--- src/wrc_pkg.sv ---
package wrc_pkg;

    localparam int COORD_BITS_DEF  = 16;
    localparam int QUEUE_DEPTH_DEF = 2;
    localparam int SIZE_W          = 16;
    localparam int ASPECT_W        = 32;
    localparam int CFG_IDX_W       = 3;

    typedef enum logic [CFG_IDX_W-1:0] {
        REG_MIN_ASPECT = 3'd0,
        REG_MAX_ASPECT = 3'd1,
        REG_MIN_W      = 3'd2,
        REG_MIN_H      = 3'd3,
        REG_MAX_W      = 3'd4,
        REG_MAX_H      = 3'd5,
        REG_W_STEP     = 3'd6,
        REG_H_STEP     = 3'd7
    } cfg_idx_t;

    localparam logic [1:0] MODE_VMAX = 2'd1;
    localparam logic [1:0] MODE_HMAX = 2'd2;
    localparam logic [1:0] MODE_MAX  = 2'd3;

    typedef struct packed {
        logic drag_left;
        logic drag_top;
        logic pin_x;
        logic pin_y;
    } flags_t;

    typedef struct packed {
        logic [SIZE_W-1:0] rw;
        logic [SIZE_W-1:0] rh;
        logic [SIZE_W-1:0] cw;
        logic [SIZE_W-1:0] ch;
        flags_t            flags;
    } req_t;

    typedef struct packed {
        logic [ASPECT_W-1:0] aspect_lo;
        logic [ASPECT_W-1:0] aspect_hi;
        logic [SIZE_W-1:0]   min_w;
        logic [SIZE_W-1:0]   min_h;
        logic [SIZE_W-1:0]   max_w;
        logic [SIZE_W-1:0]   max_h;
        logic [SIZE_W-1:0]   w_step;
        logic [SIZE_W-1:0]   h_step;
    } cfg_t;

endpackage

--- src/wrc_fifo.sv ---
module wrc_fifo #(
    parameter int WIDTH = 8,
    parameter int DEPTH = wrc_pkg::QUEUE_DEPTH_DEF
) (
    input  logic             clk,
    input  logic             rst_n,
    input  logic             push,
    input  logic [WIDTH-1:0] wdata,
    input  logic             pop,
    output logic [WIDTH-1:0] rdata,
    output logic             empty,
    output logic             full
);

    localparam int PTR_W = (DEPTH > 1) ? $clog2(DEPTH) : 1;
    localparam int CNT_W = $clog2(DEPTH + 1);

    logic [WIDTH-1:0] mem [DEPTH];
    logic [PTR_W-1:0] wr_ptr_reg, rd_ptr_reg;
    logic [CNT_W-1:0] cnt_reg;
    logic             do_push, do_pop;

    function automatic logic [PTR_W-1:0] bump(input logic [PTR_W-1:0] p);
        return (p == PTR_W'(DEPTH - 1)) ? '0 : p + PTR_W'(1);
    endfunction

    assign empty   = (cnt_reg == '0);
    assign full    = (cnt_reg == CNT_W'(DEPTH));
    assign do_push = push & ~full;
    assign do_pop  = pop & ~empty;
    assign rdata   = mem[rd_ptr_reg];

    always_ff @(posedge clk or negedge rst_n)
    begin
        if (!rst_n)
        begin
            wr_ptr_reg <= '0;
            rd_ptr_reg <= '0;
            cnt_reg    <= '0;
        end
        else
        begin
            if (do_push)
            begin
                wr_ptr_reg <= bump(wr_ptr_reg);
            end
            if (do_pop)
            begin
                rd_ptr_reg <= bump(rd_ptr_reg);
            end
            if (do_push && !do_pop)
            begin
                cnt_reg <= cnt_reg + CNT_W'(1);
            end
            else if (do_pop && !do_push)
            begin
                cnt_reg <= cnt_reg - CNT_W'(1);
            end
        end
    end

    always_ff @(posedge clk)
    begin
        if (do_push)
        begin
            mem[wr_ptr_reg] <= wdata;
        end
    end

endmodule

--- config.mk ---
export PLATFORM = sky130hd
export DESIGN_NAME = wrc_fifo
export DESIGN_NICKNAME = d
export VERILOG_FILES = /design/src/wrc_pkg.sv /design/src/wrc_fifo.sv
export SDC_FILE = /design/constraint.sdc
export NUM_CORES = 1
export LEC_CHECK = 0
export BUFFER_PORTS_ARGS = -buffer_cell sky130_fd_sc_hd__buf_2
export CELL_PAD_IN_SITES_DETAIL_PLACEMENT = 1
export CELL_PAD_IN_SITES_GLOBAL_PLACEMENT = 1
export CORE_AREA = 2 2 48 50
export DETAILED_ROUTE_END_ITERATION = 12
export DIE_AREA = 0 0 50 52
export PLACE_DENSITY_LB_ADDON = 0.15
export SYNTH_ARGS = -nofsm -noshare
export SYNTH_HDL_FRONTEND = slang
export SYNTH_SLANG_ARGS = --single-unit
--- constraint.sdc ---
create_clock -name clk -period 1.7 [get_ports clk]
set_clock_uncertainty 0.05 [all_clocks]
set_input_delay 0.255 -clock clk [delete_from_list [all_inputs] [get_ports clk]]
set_output_delay 0.255 -clock clk [all_outputs]
set_load 0.005 [all_outputs]
After elaboration in Yosys (flattened, before gate mapping)
Memories as Yosys holds them, arrays and structs flattened. Cells that the tools add are included.

Input port bits: 12. Word-level logic and storage cells: 25. Register bits after elaboration: 4. Output and inout port bits: 10. Memories: 1. Bits in writable memories: 16.

Muxes and demuxes: 6. Eq/ne operators: 1. Bitwise operators: 4. Add/sub/neg operators: 4. Reductions and logical operators: 6.

Memories: mem (words 2, bits a word 8, read ports 1, clocked after memory_dff 0, wr ports 1, RTL line wrc_fifo.sv:18) `logic [WIDTH-1:0] mem [DEPTH];`.

Operators by type and width (count): 1-bit two-way mux (4); 2-bit two-way mux (2); 1-bit adder, second input constant (2); 2-bit by 1-bit adder with 2-bit output, second input constant (1); 1-bit AND (2); 2-bit == test, second input constant (1); 1-bit logical AND (2); 1-bit logical NOT (2); 2-bit logical NOT (1); 1-bit inverter (2); 2-bit nonzero test (1); 2-bit by 1-bit subtractor with 2-bit output, second input constant (1).

Longest topological paths before layout
Gate-level depths: netlist (run 1).

Depth after elaboration: 7. Depth in mapped cells: 7.

Worst setup path before layout (run 1)
Ideal clock, no wire load.

Path type: reg2reg. From: register cnt_reg[0]. To: memory mem[0][0], enable pin. Path slack: 0.276 ns. Stages on the path, launching flop included: 4. Library setup time: 0.370 ns. Path buffers: 0. Arrival time: 1.004 ns. Cells stage by stage: dfrtp_1 > nand2b_1 > nand2_2 > nor2_1.

Word-level cells in the longest chain between the ends: 5.

RTL lines: start: declaration (RTL line wrc_fifo.sv:20) `logic [CNT_W-1:0] cnt_reg;`; start signal: assignment (RTL line wrc_fifo.sv:53) `cnt_reg <= cnt_reg + CNT_W'(1);`; start signal: assignment (RTL line wrc_fifo.sv:57) `cnt_reg <= cnt_reg - CNT_W'(1);`; 2-bit == test (RTL line wrc_fifo.sv:28) `assign full = (cnt_reg == CNT_W'(DEPTH));`; 1-bit inverter (RTL line wrc_fifo.sv:29) `assign do_push = push & ~full;`; 1-bit AND (RTL line wrc_fifo.sv:29); 1-bit two-way mux (RTL line wrc_fifo.sv:64) `if (do_push)`; 1-bit two-way mux (not written as such) (RTL line wrc_fifo.sv:66) `mem[wr_ptr_reg] <= wdata;`; end: declaration (RTL line wrc_fifo.sv:18).

Every way passes these cells.

Worst setup path after layout (run 1)
From: register rd_ptr_reg. To: output rdata[3].

Word-level cells in the longest chain between the ends: 1.

RTL lines: start: declaration (RTL line wrc_fifo.sv:19) `logic [PTR_W-1:0] wr_ptr_reg, rd_ptr_reg;`; start signal: assignment (RTL line wrc_fifo.sv:49) `rd_ptr_reg <= bump(rd_ptr_reg);`; memory 2 x 8 bit; end: declaration (RTL line wrc_fifo.sv:10) `output logic [WIDTH-1:0] rdata,`.

Every way passes these cells.

==> impl_metrics.csv, run 1 <==
group,metric,value,unit
route,firstDrtPassIters,4,
clocking,cts_sinks,20,
route,drc,0,
timing,fin_crit,1.59,ns
placement,numPortBuffers,21,
worst_hold_path,min-delay-start,"wdata[1]",
placement,place_hpwl,933,um
critical_path,reg2reg_slack,0.17,ns
timing,fin_hold_ws,0.0939,ns
critical_path,critPathKind,"reg2out",
finish,syn_to_final_growth,25.5,%
global_route,grt_pass1_wl,2050,um
finish,drive_gt1_frac,0.423,
floorplan,dieHeight,52,um
finish,finish.instance_area,972,um2
critical_path,path_max_fanout,9,
synth,syn_area,774,um2
synth,ys_types,14,
global_route,antenna_found_initial,0,
timing,hold_viol,0,
synth,synthesis.nets,57,
finish,antenna_cells,0,
global_route,grt_start_max_net_pins,12,
critical_path,end_kind,"output port",
timing,worstMarginPinSlew,0.381,ns
placement,gp_congestion,0.616,
critical_path,cp.arrival,1.28,ns
worst_hold_path,min_to,"mem[1][1]",
floorplan,initial_core_util,0.368,
timing,rsz0062_at_grt,"false",
finish,final_util,0.462,
global_route,grtUsageTotal,0.109,
clocking,post-cts-setup-buffer-count,0,
pwr,p_leak,0.403,nW
route,vias,441,
clocking,cts-root-buf,"clkbuf_4",
timing,finalCritPeriodShare,0.933,
route,antenna_violating_nets_post_route,0,
route,vias_per_cell,4.45,
clocking,clk_pin_slew,0.10,ns
floorplan,coreArea,2110,um2
clocking,tritoncts,"built",
worst_hold_path,whs_path_depth,1,
clocking,cts_buffer_depth,2,
global_route,grt_pass1_vias,467,
critical_path,critPathLaunchType,"register",
critical_path,worstPathRequired,1.39,ns
synth,yosys_warnings,0,
critical_path,r2r_end,"cnt_reg[1]",
synth,syn_avg_cell_area,17.6,um2
timing,slew_headroom,0.746,
finish,fin_nets,85,
synth,netlist_instances,44,
finish,largest_reg_flops,16,
timing,final-max-slew-violation-count,0,
timing,fmax,630,MHz
clocking,h-tree-depth,1,
floorplan,die_w,50,um
worst_hold_path,hold_class,"in2reg",
pwr,peakVddDrop,0.977,mV
timing,tns,0,ns
clocking,numCtsBuffers,3,
critical_path,r2r_start,"cnt_reg[0]",
floorplan,pin_count,22,
route,drtIter0Drc,2,
synth,synth_seq_cells,20,
placement,place_area,925,um2
critical_path,rr_worst_depth,6,
flow_run,cap_violations,0,
timing,finalSetupViolations,0,
floorplan,dieArea,2600,um2
clocking,clock_latency,0.29,ns
outcome,status,"finished clean",
route,drt_wl_total,1220,um
global_route,grt_overflow_total,0,
route,wire_per_inst,12.3,um
pwr,power_density,1560,nW/um2
floorplan,fp-row-count,17,
synth,ys_seq_area_frac,0.750,
==> cells in the mapped netlist <==
library cell / number / area, um2
mux2_2: 1 / 11.3
buf_2: 1 / 5.00
dfrtp_1: 4 / 100
nand2_2: 1 / 6.26
xor2_1: 2 / 17.5
nand2b_1: 1 / 6.26
o21ai_1: 1 / 5.00
mux2_1: 7 / 78.8
inv_1: 2 / 7.51
nor2_1: 3 / 11.3
and3_1: 1 / 6.26
edfxtp_1: 16 / 480
xnor2_1: 3 / 26.3
ha_1: 1 / 12.5
==> cell usage in the layout (no fill, tap or decap) <==
cell type	instances
and3_1	1
edfxtp_1	16
xnor2_1	3
mux2_1	7
buf_4	2
xor2_1	2
clkbuf_4	3
inv_1	2
nor2_1	3
nand2_2	1
mux2_2	1
buf_2	21
ha_1	1
dfrtp_2	1
dfrtp_1	3
o21ai_1	1
dlygate4sd3_1	1
clkbuf_8	1
nand2b_1	1
==> power by group <==
group | internal, mW | switching [mW]
sequential | 0.687 | 0.105
combinational | 0.257 | 0.203
clock | 0.130 | 0.133
total | 1.07 | 0.441
==> cells by family after synthesis <==
logic type	share of synthesized area
AOI/OAI and AO/OA	0.00646
DFF	0.750
xor gates and xnor gates	0.0566
and+or+nand+nor	0.0388
buffers and inverters	0.0162
adders and majority gates	0.0162
muxes	0.116
==> worst max path at each step <==
stage / start / end
final: rd_ptr_reg / rdata[3]
after global routing: rd_ptr_reg / rdata[7]
after CTS: rd_ptr_reg / rdata[3]
after detailed placement: cnt_reg[0] / cnt_reg[1]
after global placement: cnt_reg[0] / cnt_reg[1]
after floorplan: cnt_reg[0] / mem[0][0]
==> metrics by stage <==
step | instances | power (mW) | worst slack [ns]
after floorplan | 44 | 1.07 | 0.276
after global placement | 94 | 1.26 | 0.226
after detailed placement | 94 | 1.27 | 0.166
after CTS | 99 | 1.55 | 0.0787
after global routing | 99 | 1.62 | 0.0420
final | 99 | 1.51 | 0.114
==> critical path: stages (launching register included) <==
cell	delay, ns
dfrtp_2	0.51
mux2_1	0.35
buf_2	0.13
==> area by class of cell <==
type / count / area, um2
Fill cell: 211 / 1130
Multi-Input combinational cell: 21 / 181
Tap cell: 28 / 35.0
Timing Repair Buffer: 24 / 130
Inverter: 2 / 7.51
Clock buffer: 4 / 36.3
Sequential cell: 20 / 582
==> routing by layer <==
metal  track usage  routed length [um]
met1         0.128                 502
met2         0.191                 640
met3        0.0259                  79
met4        0.0417                   0
met5             0                   0
==> repair_timing <==
item | 4_1_cts | 5_1_grt
endpoints found under the hold margin | 4 | 0
endpoints found under the setup margin | 8 | 0
hold buffers | 1 | 0
resized for setup | 1 | 0
(Power assumes the default switching activity.)
==> run 2, diff against run 1 <==
--- a/config.mk
+++ b/config.mk
@@ -5,12 +5,14 @@
 export SDC_FILE = /design/constraint.sdc
 export NUM_CORES = 1
 export LEC_CHECK = 0
+export ABC_AREA = 1
 export BUFFER_PORTS_ARGS = -buffer_cell sky130_fd_sc_hd__buf_2
 export CELL_PAD_IN_SITES_DETAIL_PLACEMENT = 1
 export CELL_PAD_IN_SITES_GLOBAL_PLACEMENT = 1
-export CORE_AREA = 2 2 48 50
+export CORE_AREA = 2 2 50 52
+export CTS_BUF_LIST = sky130_fd_sc_hd__clkbuf_16
 export DETAILED_ROUTE_END_ITERATION = 12
-export DIE_AREA = 0 0 50 52
+export DIE_AREA = 0 0 52 54
 export PLACE_DENSITY_LB_ADDON = 0.15
 export SYNTH_ARGS = -nofsm -noshare
 export SYNTH_HDL_FRONTEND = slang
==> run 2 against run 1 <==
Compared with the run above: sequential cell count is the same; combinational power grew 28%; final area grew 9.1%; cell count grew 29%; fmax grew 0.67%; sequential share of layout area shrank 5.0 points; register-to-register slack gained 0.09 ns; setup slack gained 0.010 ns; highest routed layer is now met4.
==> impl_metrics.csv, run 2 <==
group,metric,value,unit
outcome,status,"finished clean",
synth,yosys.area.top_type,"edfxtp_1",
critical_path,cp_num_buf_inv,2,
synth,synthesis.nets,86,
critical_path,critPathKind,"reg2out",
timing,slew_headroom,0.774,
critical_path,path_max_fanout,10,
timing,worstMarginPinSlew,0.339,ns
floorplan,dieHeight,54,um
flow_run,cap_violations,0,
critical_path,end_kind,"output port",
critical_path,reg2reg_slack,0.26,ns
route,vias,579,
clocking,cts-root-buf,"clkbuf_16",
synth,yosys_warnings,0,
clocking,clock_latency,0.24,ns
pwr,p_clk_frac,0.249,
worst_hold_path,min-delay-start,"wdata[1]",
synth,synth_common_cells,"nand2_1 (32), edfxtp_1 (16), inv_1 (6)",
global_route,grt_pass1_vias,503,
synth,synth_ff_type,"edfxtp_1",
critical_path,cp_top_family,"flip-flops",
synth,netlist_instances,73,
critical_path,worstPathCellList,"inv_2 > nand2_1 > nand2_1 > buf_2",
route,drtIter0Drc,6,
timing,fin_crit,1.58,ns
clocking,clk_pin_slew,0.05,ns
global_route,grt_pass1_wl,2390,um
clocking,tritoncts,"built",
synth,syn_avg_cell_area,11.4,um2
pwr,peakVddDrop,0.854,mV
pwr,p_leak,0.503,nW
finish,final_util,0.457,
synth,synth_most_common_cell,"nand2_1",
critical_path,cpMaxStageDelayCell,"dfrtp_2",
pwr,combPwrFrac,0.321,
global_route,grt_start_max_net_pins,11,
route,antenna_violating_nets_post_route,0,
synth,synth_edf_count,16,
route,firstDrtPassIters,4,
clocking,cts_buffer_depth,2,
placement,dpl_worst_slack,0.257,ns
synth,yosysTopAreaCellShare,0.579,
synth,syn_area,830,um2
timing,rsz0062_at_grt,"false",
floorplan,pin_count,22,
placement,gp_congestion,0.676,
pwr,switching_share,0.324,
critical_path,cp.arrival,1.27,ns
clocking,cts_sinks,20,
route,drc,0,
worst_hold_path,whs_path_depth,1,
critical_path,critical_path.most_common_cell,"nand2_1",
critical_path,crit_start,"rd_ptr_reg",
timing,tns,0,ns
synth,ys_seq_area_frac,0.700,
critical_path,max_stage_delay,0.49,ns
synth,synth_seq_cells,20,
timing,final-max-slew-violation-count,0,
timing,final.setup.worst_slack,0.124,ns
worst_hold_path,min_to,"mem[1][1]",
critical_path,r2r_end,"cnt_reg[1]",
route,vias_per_cell,4.52,
floorplan,fp-row-count,18,
pwr,power_density,1730,nW/um2
critical_path,critical_path_depth,4,
global_route,grtUsageTotal,0.124,
placement,place_hpwl,1110,um
global_route,antenna_found_initial,0,
finish,largest_reg_flops,16,
global_route,grt_overflow_total,0,
finish,final_cell_mix,"nand2_1 (32), buf_2 (21), edfxtp_1 (16)",
route,wire_per_inst,12.2,um
floorplan,initial_core_util,0.358,
clocking,h-tree-depth,1,
route,drt_wl_total,1560,um
clocking,numCtsBuffers,3,
pwr,p_int,1.24,mW
timing,hold_viol,0,
pwr,p_sw,0.595,mW
synth,ys_types,16,
finish,fin_nets,113,
floorplan,coreArea,2320,um2
placement,numPortBuffers,21,
worst_hold_path,hold_class,"in2reg",
finish,drive_gt1_frac,0.327,
floorplan,dieArea,2810,um2
timing,fmax,635,MHz
finish,layout_commonest_cell,"nand2_1",
timing,finalSetupViolations,0,
finish,antenna_cells,0,
synth,synth_area_leaders,"edfxtp_1 (58%), nand2_1 (14%), dfrtp_1 (12%)",
timing,finalCritPeriodShare,0.927,
critical_path,rr_worst_depth,7,
critical_path,critPathLaunchType,"register",
pwr,seq_power_share,0.430,
critical_path,r2r_start,"cnt_reg[0]",
synth,ys_async_sr_fraction,0.200,
critical_path,worstPathRequired,1.39,ns
finish,syn_to_final_growth,27.9,%
floorplan,die_w,52,um
==> run 2: kinds of logic (layout without fill, tap and decap cells) <==
group	Yosys count	in the layout	synth area share
AND/OR/NAND/NOR	40	40	0.220
flip-flops	20	20	0.700
buffers and inverters	9	34	0.0422
AO/OA/AOI/OAI	2	2	0.0121
adder cells (fa/ha/maj)	1	1	0.0151
XOR/XNOR	1	1	0.0106
==> run 2: area by class of cell <==
| type | count | area [um2] |
|---|---|---|
| clock buffer | 3 | 75.1 |
| fill | 265 | 1260 |
| inverter | 8 | 30.0 |
| multi-input combinational | 44 | 214 |
| sequential | 20 | 582 |
| tap | 30 | 37.5 |
| timing repair buffer | 23 | 123 |
==> run 2: worst register-to-register path, stage by stage (launching register included) <==
cell and delay (ns):
dfrtp_1 0.45, nor2_2 0.21, nor2_4 0.05, ha_1 0.32, inv_1 0.08, nand3_1 0.07, nand2_1 0.06, nand2_1 0.04
==> run 2: through the flow <==
| step | cells | area [um2] | hold WS, ns | power, mW |
|---|---|---|---|---|
| after floorplan | 73 | 830 | -0.0906 | 1.14 |
| after global placement | 124 | 975 | 0.0284 | 1.36 |
| after detailed placement | 124 | 975 | 0.0276 | 1.39 |
| after CTS | 128 | 1060 | 0.149 | 1.86 |
| after global routing | 128 | 1060 | 0.149 | 1.96 |
| final | 128 | 1060 | 0.149 | 1.84 |
==> run 2: repair_timing <==
item / in CTS / in global routing
gates resized for setup: 0 / 1
hold buffers: 1 / 0
setup endpoints to repair: 0 / 1
buffers inserted: 0 / 0
hold endpoints to repair: 4 / 0
==> run 2: power by group through the flow <==
stage	clock [mW]	combinational, mW	sequential (mW)
floorplan	0	0.402	0.742
global placement	0	0.574	0.787
detailed placement	0	0.596	0.793
CTS	0.462	0.609	0.785
global route	0.479	0.677	0.802
finish	0.457	0.589	0.789
==> run 2: how the worst max path moves through the flow <==
stage / endpoint / slack, ns
final: rdata[6] / 0.12
after global routing: rdata[6] / 0.08
after CTS: rdata[6] / 0.04
after detailed placement: cnt_reg[1] / 0.26
after global placement: cnt_reg[1] / 0.31
after floorplan: cnt_reg[1] / 0.33
==> run 2: routing by layer <==
| layer | track usage | wire [um] | up-vias |
|---|---|---|---|
| li1 | - | - | 287 |
| met1 | 0.133 | 631 | 276 |
| met2 | 0.232 | 856 | 14 |
| met3 | 0.0306 | 62 | 2 |
| met4 | 0.0526 | 13 | 0 |
| met5 | 0 | 0 | - |
==> run 3, diff against run 2 <==
--- a/config.mk
+++ b/config.mk
@@ -6,13 +6,13 @@
 export NUM_CORES = 1
 export LEC_CHECK = 0
 export ABC_AREA = 1
-export BUFFER_PORTS_ARGS = -buffer_cell sky130_fd_sc_hd__buf_2
 export CELL_PAD_IN_SITES_DETAIL_PLACEMENT = 1
 export CELL_PAD_IN_SITES_GLOBAL_PLACEMENT = 1
-export CORE_AREA = 2 2 50 52
+export CORE_AREA = 2 2 46 48
 export CTS_BUF_LIST = sky130_fd_sc_hd__clkbuf_16
 export DETAILED_ROUTE_END_ITERATION = 12
-export DIE_AREA = 0 0 52 54
+export DIE_AREA = 0 0 48 50
+export DONT_BUFFER_PORTS = 1
 export PLACE_DENSITY_LB_ADDON = 0.15
 export SYNTH_ARGS = -nofsm -noshare
 export SYNTH_HDL_FRONTEND = slang
==> run 3 against run 2 <==
Compared with the run above: combinational power fell by 23%; sequential cell count did not move; critical path depth rose by 3; setup slack improved by 0.12 ns; count of clock-buffer cells in the layout did not move; via count fell by 13%; largest cell class unchanged.
==> impl_metrics.csv, run 3 (synthesis gave the netlist of run 2 again) <==
group,metric,value,unit
outcome,status,"finished clean",
floorplan,die_w,48,um
finish,largest_reg_flops,16,
global_route,grt_pass1_vias,516,
floorplan,initial_core_util,0.436,
pwr,peakVddDrop,0.950,mV
global_route,antenna_found_initial,0,
floorplan,dieArea,2400,um2
timing,fin_hold_ws,0.0475,ns
finish,antenna_cells,0,
timing,final.setup.worst_slack,0.240,ns
critical_path,worstPathCellList,"nor2_2 > nor2_4 > ha_1 > inv_1 > nand3_1 > nand2_1 > nand2_1",
finish,syn_to_final_growth,15.1,%
timing,finalSetupViolations,0,
critical_path,cpMaxStageDelayCell,"dfrtp_1",
finish,drive_gt1_frac,0.128,
critical_path,max_stage_delay,0.45,ns
clocking,h-tree-depth,1,
flow_run,cap_violations,0,
timing,final-max-slew-violation-count,0,
clocking,cts_buffer_depth,2,
placement,numPortBuffers,0,
route,drt_wl_total,1420,um
floorplan,dieHeight,50,um
placement,gp_congestion,0.651,
pwr,p_leak,0.420,nW
clocking,hold_buffers,1,
placement,place_hpwl,1050,um
clocking,clk_pin_slew,0.05,ns
timing,finalCritPeriodShare,0.859,
critical_path,cp.arrival,1.55,ns
route,firstDrtPassIters,4,
critical_path,critPathLaunchType,"register",
timing,tns,0,ns
global_route,grt_pass1_wl,2260,um
route,wire_per_inst,13.5,um
clocking,clock_latency,0.25,ns
critical_path,cp_top_family,"simple AND/OR/NAND/NOR gates",
clocking,numCtsBuffers,3,
critical_path,reg2reg_slack,0.24,ns
route,drc,0,
timing,fin_crit,1.46,ns
global_route,grt_start_max_net_pins,12,
floorplan,pin_count,22,
route,vias_per_cell,4.77,
placement,dpl_worst_slack,0.227,ns
route,drtIter0Drc,3,
clocking,cts_sinks,20,
timing,fmax,685,MHz
clocking,cts_resized,0,
critical_path,cp_num_buf_inv,1,
critical_path,path_max_fanout,7,
critical_path,worstPathRequired,1.79,ns
global_route,grt_overflow_total,0,
pwr,power_density,1800,nW/um2
critical_path,critical_path.most_common_cell,"nand2_1",
worst_hold_path,hold_class,"in2reg",
clocking,tritoncts,"built",
route,antenna_violating_nets_post_route,0,
timing,worstMarginPinSlew,0.348,ns
finish,fillers,211,
timing,rsz0062_at_grt,"false",
finish,fin_nets,92,
clocking,post-cts-setup-buffer-count,0,
route,vias,501,
global_route,grtUsageTotal,0.141,
clocking,cts-root-buf,"clkbuf_16",
floorplan,coreArea,1900,um2
critical_path,critPathKind,"reg2reg",
timing,hold_viol,0,
finish,final_cell_mix,"nand2_1 (32), edfxtp_1 (16), inv_1 (6)",
finish,layout_commonest_cell,"nand2_1",
floorplan,fp-row-count,16,
timing,slew_headroom,0.768,
critical_path,end_kind,"register",
-- run 3: cell types whose count changed in the layout (fill, tap and decap cells not counted), sizes merged --
cell,delta
buf,-21
clkinv,+1
-- run 3: cell type report --
cell class	instances	area (um2)	share of cell area
Multi-Input combinational cell	44	214	0.224
Timing Repair Buffer	2	17.5	0.0183
Inverter	8	30.0	0.0315
Clock inverter	1	3.75	0.00393
Tap cell	27	33.8	0.0354
Clock buffer	3	75.1	0.0786
Sequential cell	20	581	0.608
-- run 3: path summary, 6_finish.rpt --
kind,cells after the start,from,to
max,7,cnt_reg[0],cnt_reg[1]
min,0,wdata[3],mem[0][3]
max reg2reg,7,cnt_reg[0],cnt_reg[1]
min reg2reg,2,wr_ptr_reg,wr_ptr_reg
max in group asynchronous,1,rst_n,cnt_reg[1]
min in group asynchronous,1,rst_n,wr_ptr_reg
-- run 3: metal layers --
| layer | GRT usage | up-vias | wire length [um] |
|---|---|---|---|
| li1 | - | 244 | - |
| met1 | 0.144 | 237 | 553 |
| met4 | 0.0811 | 0 | 40 |
| met5 | 0 | - | 0 |
| met3 | 0.0476 | 5 | 80 |
| met2 | 0.236 | 15 | 747 |
-- run 3: through the flow --
stage,power [mW],cells,area [um2],utilization
after global placement,1.25,100,866,0.455
after floorplan,1.14,73,830,-
after detailed placement,1.27,100,866,0.455
after global routing,1.85,105,955,0.502
after CTS,1.74,105,955,0.502
final,1.72,105,955,0.502
-- run 3: where the power goes --
group | internal, mW | switching (mW)
clock | 0.313 | 0.165
sequential | 0.682 | 0.102
combinational | 0.159 | 0.297
total | 1.15 | 0.563
